**src/rtl/ghweb_ram.sv**
```systemverilog
module ghweb_ram #(
    parameter int WIDTH = 8,
    parameter int DEPTH = 16
) (
    input  logic                     i_clk,
    input  logic                     i_we,
    input  logic [$clog2(DEPTH)-1:0] i_waddr,
    input  logic [WIDTH-1:0]         i_wdata,
    input  logic [$clog2(DEPTH)-1:0] i_raddr,
    output logic [WIDTH-1:0]         o_rdata
);
    logic [WIDTH-1:0] r_mem [DEPTH];

    always_ff @(posedge i_clk) begin
        if (i_we) begin
            r_mem[i_waddr] <= i_wdata;
        end
        o_rdata <= r_mem[i_raddr];
    end
endmodule
```
**config.mk**
```make
export PLATFORM = sky130hd
export DESIGN_NAME = ghweb_ram
export DESIGN_NICKNAME = d
export VERILOG_FILES = /design/src/rtl/ghweb_ram.sv
export SDC_FILE = /design/constraint.sdc
export NUM_CORES = 1
export LEC_CHECK = 0
export BUFFER_PORTS_ARGS = -buffer_cell sky130_fd_sc_hd__buf_2
export CAP_MARGIN = 5
export CORE_MARGIN = 2
export CORE_UTILIZATION = 60
export CTS_CLUSTER_SIZE = 8
export DETAILED_ROUTE_END_ITERATION = 7
export PLACE_DENSITY = 0.82
export SLEW_MARGIN = 20
export SYNTH_ARGS = -nofsm -noshare
export SYNTH_HDL_FRONTEND = slang
export SYNTH_SLANG_ARGS = --single-unit
```
**constraint.sdc**
```tcl
create_clock -name i_clk -period 1.9 [get_ports i_clk]
set_input_delay 0.19 -clock i_clk [delete_from_list [all_inputs] [get_ports i_clk]]
set_output_delay 0.19 -clock i_clk [all_outputs]
set_load 0.03 [all_outputs]
```
==> flow_metrics.env, run 1 <==
export IMPL_status="completed"
export IMPL_multi_input_area_sq_um=1060
export IMPL_synth_cell_type_count=19
export IMPL_avgViaCountPerCell=6.14
export IMPL_die_area_sq_um=9340
export IMPL_end_kind="register"
export IMPL_grt_pass1_wl_microns=15100
export IMPL_crit_buf_inv=0
export IMPL_worst_slew_pin_slew_ns=0.378
export IMPL_htreeDepth=4
export IMPL_grt_max_degree=33
export IMPL_rows=33
export IMPL_fin_crit_ns=1.36
export IMPL_coreArea_sq_um=8260
export IMPL_slowest_stage="mux4_1"
export IMPL_ys_top_cells_by_area="edfxtp_1, mux4_2, mux4_1"
export IMPL_async_flop_share=0
export IMPL_setup_violations_final=0
export IMPL_slew_headroom=0.748
export IMPL_finClkSkew_ns=0.0105
export IMPL_netlist_top_cells_count="edfxtp_1, mux4_2, a22oi_1"
export IMPL_drive_above_1_share=0.311
export IMPL_switchingPower_mw=1.39
export IMPL_synth_seq_area_share=0.778
export IMPL_clock_latency_ns=0.51
export IMPL_p_comb_frac=0.052
export IMPL_syn_area_per_cell_sq_um=22.5
export IMPL_p_leak_nw=2.06
export IMPL_syn_nets=247
export IMPL_cts_made_buffers=17
export IMPL_worst_hold_slack_ns=0.0519
export IMPL_cp_required_ns=2.29
export IMPL_ys_flop_type="edfxtp_1"
export IMPL_synth_seq_cells=136
export IMPL_synth_edf_count=128
export IMPL_p_clk_frac=0.436
export IMPL_max_cap_viol_count=0
export IMPL_min_path_type="in2reg"
export IMPL_antenna_found_initial=0
export IMPL_clock_sinks=136
export IMPL_critPathKind="reg2reg"
export IMPL_synth_largest_area_cell="edfxtp_1"
export IMPL_syn_area_sq_um=5150
export IMPL_antenna_diode_count=0
export IMPL_die_w_microns=96.6
export IMPL_first_iter_violations=248
export IMPL_drv_slew=0
export IMPL_yosysMostFrequentCell="edfxtp_1"
export IMPL_fillCellCount=454
export IMPL_start_util=0.623
export IMPL_regArea_sq_um=4000
export IMPL_finish_net_count=301
export IMPL_max_stage_delay_ns=0.50
export IMPL_rsz0062_at_grt="false"
export IMPL_hpwl_microns=5450
export IMPL_wl_per_cell_microns=24.0
export IMPL_p_per_area_nw_per_um2=1100
export IMPL_path_cells="mux4_1, a22oi_1, nand2_1"
export IMPL_ir_worst_vdd_mv=0.686
export IMPL_clk_pin_slew_worst_paths_ns=0.06
export IMPL_hold_violations=0
export IMPL_startpoint_type="register"
export IMPL_gp_congestion=0.726
export IMPL_finalCritPeriodShare=0.715
export IMPL_yosys_warnings=0
export IMPL_drc=0
export IMPL_swShare=0.211
export IMPL_firstDrtPassIters=4
export IMPL_cp_top_family="multiplexers"
export IMPL_cts_buffer_depth=2
export IMPL_yosysTopAreaCellShare=0.747
export IMPL_cts_resized=0
export IMPL_grt_pass1_vias=2600
export IMPL_io_pins=26
export IMPL_overflow=0
export IMPL_routed_wl_microns=9630
export IMPL_cellInternalPower_mw=5.21
export IMPL_cp_max_fo=1
export IMPL_power_frac_seq=0.512
export IMPL_power_mw=6.59
export IMPL_tns_ns=0
export IMPL_vias=2463
export IMPL_die_y_microns=96.6
export IMPL_grt_usage=0.227
export IMPL_cp_arrival_ns=1.75
export IMPL_clock_fmax_mhz=736
export IMPL_syn2layout_area_growth_pct=16.7
export IMPL_ctsHoldBuffers=0
export IMPL_port_buffers=25
export IMPL_cts_root_buffer="clkbuf_8"
export IMPL_ant_nets=0
export IMPL_cts_tree="done"
export IMPL_syn_inst=229
export IMPL_cts_setup_buffers=0
[worst register-to-register path, cell delays in order (launching register included)]
cell and delay (ns):
edfxtp_1 0.36, mux4_1 0.50, a22oi_1 0.29, nand2_1 0.08
[kinds of logic after synthesis]
kind of cell | Yosys count | share of synthesized area
flip-flops | 136 | 0.778
AO/OA/AOI/OAI | 16 | 0.0233
multiplexers | 32 | 0.150
AND/OR/NAND/NOR | 35 | 0.0318
buffers and inverters | 10 | 0.0168
[final timing paths]
path	cells past startpoint	endpoint	slack [ns]	startpoint
min	1	r_mem[14][3]$_DFFE_PP_	0.05	i_wdata[3]
min reg2reg	3	o_rdata[2]$_DFF_P_	0.68	r_mem[7][2]$_DFFE_PP_
max reg2reg	3	o_rdata[4]$_DFF_P_	0.54	r_mem[9][4]$_DFFE_PP_
max	3	o_rdata[4]$_DFF_P_	0.54	r_mem[9][4]$_DFFE_PP_
[per-layer routing]
layer  routed length (microns)  GRT usage
met2                      4860      0.352
met3                       813     0.0578
met1                      3820      0.310
met4                       126     0.0997
met5                         0          0
[metrics by stage]
step	setup slack, ns	std cells	area, sq um	utilization
2_1_floorplan	0.217	229	5150	-
3_3_place_gp	0.243	369	5490	0.665
3_5_place_dp	0.249	369	5490	0.665
4_1_cts	0.519	401	6010	0.728
5_1_grt	0.487	401	6010	0.728
6_report	0.541	401	6010	0.728
[state kept, by name (all words and copies together), names as in the netlist]
name     flops
r_mem      128
o_rdata      8
[cell usage in the layout, fill, tap and decap left out, drive strengths merged]
| cell | synthesis | final |
|---|---|---|
| a22oi | 16 | 16 |
| edfxtp | 128 | 128 |
| nand3b | 2 | 2 |
| mux4 | 32 | 32 |
| dfxtp | 8 | 8 |
| nand2 | 9 | 9 |
| or3b | 1 | 1 |
| nand3 | 1 | 1 |
| clkbuf | 0 | 21 |
| nor2 | 13 | 13 |
| nand2b | 2 | 2 |
| nor3 | 4 | 4 |
| bufinv | 0 | 1 |
| nor2b | 1 | 1 |
| and2 | 1 | 1 |
| and2b | 1 | 1 |
| clkinv | 0 | 7 |
| clkinvlp | 0 | 3 |
| buf | 7 | 45 |
[power groups by stage]
stage	clock (mW)	combinational, mW	sequential [mW]
after detailed placement	0	0.341	3.44
final	2.87	0.341	3.38
after CTS	2.91	0.345	3.38
after global routing	3.02	0.368	3.38
after floorplan	0	0.170	3.47
after global placement	0	0.334	3.44
[layout make-up]
cell class,instances,share of cell area
clock buffers,21,0.0714
flip-flops and latches,136,0.666
clock inverters,11,0.0146
well taps,105,0.0219
multi-input cells,83,0.176
repair buffers,45,0.0500
No activity file was read; power rests on OpenSTA's default activity.
==> inputs of run 2 (changes only) <==
--- a/config.mk
+++ b/config.mk
@@ -8,10 +8,10 @@
 export BUFFER_PORTS_ARGS = -buffer_cell sky130_fd_sc_hd__buf_2
 export CAP_MARGIN = 5
 export CORE_MARGIN = 2
-export CORE_UTILIZATION = 60
+export CORE_UTILIZATION = 54
 export CTS_CLUSTER_SIZE = 8
 export DETAILED_ROUTE_END_ITERATION = 7
-export PLACE_DENSITY = 0.82
+export PLACE_DENSITY = 0.78
 export SLEW_MARGIN = 20
 export SYNTH_ARGS = -nofsm -noshare
 export SYNTH_HDL_FRONTEND = slang
==> constraint.sdc (replaced) <==
create_clock -name i_clk -period 1.21 [get_ports i_clk]
set_input_delay 0.121 -clock i_clk [delete_from_list [all_inputs] [get_ports i_clk]]
set_output_delay 0.121 -clock i_clk [all_outputs]
set_load 0.03 [all_outputs]
==> run 2 against run 1 <==
Net effect: critical path type unchanged; worst hold slack gained 0.11 ns; design area increased by 5.8%; the flow now finishes with violations (setup timing); via count grew 3.9%; count of clock-buffer cells in the layout grew 1; register-to-register slack got worse by 0.61 ns.
==> flow_metrics.env, run 2 (synthesis gave the netlist of run 1 again) <==
export IMPL_status="finished, violations left"
export IMPL_violations="setup timing"
export IMPL_finClkSkew_ns=0.00852
export IMPL_p_leak_nw=2.16
export IMPL_power_mw=11.1
export IMPL_fin_cells=445
export IMPL_grt_usage=0.214
export IMPL_cts_setup_buffers=0
export IMPL_final_common_cell="edfxtp_1"
export IMPL_clock_fmax_mhz=784
export IMPL_htreeDepth=4
export IMPL_worst_slew_pin_slew_ns=0.818
export IMPL_reg2reg_slack_ns=-0.07
export IMPL_dr_max_layer_used="met4"
export IMPL_routed_wl_met2_microns=5190
export IMPL_grt_max_degree=22
export IMPL_hold_violations=0
export IMPL_cts_tree="done"
export IMPL_io_pins=26
export IMPL_avgViaCountPerCell=5.75
export IMPL_largestRegisters="r_mem x128, o_rdata x8"
export IMPL_clock_sinks=136
export IMPL_wl_met3_microns=756
export IMPL_cts_made_buffers=17
export IMPL_clk_pin_slew_worst_paths_ns=0.06
export IMPL_overflow=0
export IMPL_finish_net_count=321
export IMPL_die_w_microns=102
export IMPL_first_iter_violations=205
export IMPL_finalCritPeriodShare=1.05
export IMPL_grt_pass1_wl_microns=15300
export IMPL_utilization=0.688
export IMPL_hpwl_microns=6190
export IMPL_syn2layout_area_growth_pct=23.5
export IMPL_die_y_microns=102
export IMPL_setup_ws_ns=-0.0659
export IMPL_critPathKind="reg2reg"
export IMPL_start_util=0.557
export IMPL_port_buffers=25
export IMPL_setup_violations_final=8
export IMPL_startpoint_type="register"
export IMPL_slowest_stage="mux4_2"
export IMPL_die_area_sq_um=10300
export IMPL_antenna_found_initial=0
export IMPL_end_kind="register"
export IMPL_fin_crit_ns=1.28
export IMPL_drc=0
export IMPL_antenna_diode_count=0
export IMPL_cp_required_ns=1.60
export IMPL_largest_register_ffs=128
export IMPL_rsz0062_at_grt="true"
export IMPL_cts_root_buffer="clkbuf_8"
export IMPL_ant_nets=0
export IMPL_wl_per_cell_microns=22.5
export IMPL_grt_pass1_vias=2670
export IMPL_gp_congestion=0.786
export IMPL_slew_headroom=0.454
export IMPL_fillCellCount=550
export IMPL_regMostFlops="r_mem"
export IMPL_drive_above_1_share=0.421
export IMPL_multi_input_area_sq_um=1100
export IMPL_regArea_sq_um=4010
export IMPL_max_stage_delay_ns=0.52
export IMPL_coreArea_sq_um=9240
export IMPL_final_cell_mix="edfxtp_1, buf_4, mux4_2"
export IMPL_cp_max_fo=1
export IMPL_ir_worst_vdd_mv=1.05
export IMPL_vias=2558
export IMPL_cts_buffer_depth=2
export IMPL_max_cap_viol_count=0
export IMPL_p_per_area_nw_per_um2=1750
export IMPL_path_cells="mux4_2, a22oi_2, nand2_1"
export IMPL_drt_met1_wl_microns=3920
export IMPL_placedCellCount=405
export IMPL_clock_latency_ns=0.51
export IMPL_cp_arrival_ns=1.66
export IMPL_drv_slew=0
export IMPL_firstDrtPassIters=5
export IMPL_routed_wl_microns=9990
export IMPL_min_path_type="in2reg"
export IMPL_rows=35
[run 2: cell count changes in the layout (fill, tap and decap cells not counted), sizes merged]
cell	previous run	this run
buf	45	57
dlygate4sd3	0	8
bufinv	1	4
clkinv	7	5
clkinvlp	3	1
clkbuf	21	22
[run 2: cell type report]
type	instances	share of cell area
clock inverters	10	0.0236
repair buffers	65	0.0768
well taps	129	0.0254
clock buffers	22	0.0713
flip-flops and latches	136	0.630
multi-input cells	83	0.173
[run 2: metal layers]
| layer | GRT usage | vias up |
|---|---|---|
| li1 | - | 1113 |
| met1 | 0.286 | 1302 |
| met5 | 0 | - |
| met4 | 0.0821 | 0 |
| met2 | 0.340 | 134 |
| met3 | 0.0600 | 9 |
[run 2: worst max-delay path, delay by kind of cell, from the launching register on]
family / cells / cell delay (ns)
AND/OR/NAND/NOR: 1 / 0.08
flip-flops: 1 / 0.37
multiplexers: 1 / 0.52
AO/OA/AOI/OAI: 1 / 0.20
[run 2: final timing paths]
check / start / end / depth (start not counted)
hold reg to reg: r_mem[11][5]$_DFFE_PP_ / o_rdata[5]$_DFF_P_ / 3
setup reg to reg: r_mem[11][3]$_DFFE_PP_ / o_rdata[3]$_DFF_P_ / 3
setup / recovery: r_mem[11][3]$_DFFE_PP_ / o_rdata[3]$_DFF_P_ / 3
hold / removal: i_waddr[0] / r_mem[0][5]$_DFFE_PP_ / 3
[run 2: metrics by stage]
step                      TNS [ns]  worst slack (ns)  cell area (sq um)  hold WS [ns]
after floorplan             -0.453           -0.0475               5190         0.220
final                       -0.284           -0.0659               6360         0.158
after CTS                   -0.341           -0.0746               6340         0.138
after global placement       -5.44            -0.304               5660         0.503
after detailed placement     -7.40            -0.310               5660         0.522
after global routing        -0.593            -0.100               6360         0.163
[run 2: report_power, final]
part           switching, mW  internal (mW)  leakage (nW)
sequential            0.0380           5.27          1.22
clock                   1.75           3.43         0.294
combinational          0.361          0.271         0.646
total                   2.15           8.97          2.16
[run 2: what timing repair did]
action                                  4_1_cts  5_1_grt
endpoints found under the hold margin       105        0
hold buffers                                  8        0
cloned                                        0        0
endpoints found under the setup margin        9       10
pin swaps                                    10        3
gates resized for setup                      21        5
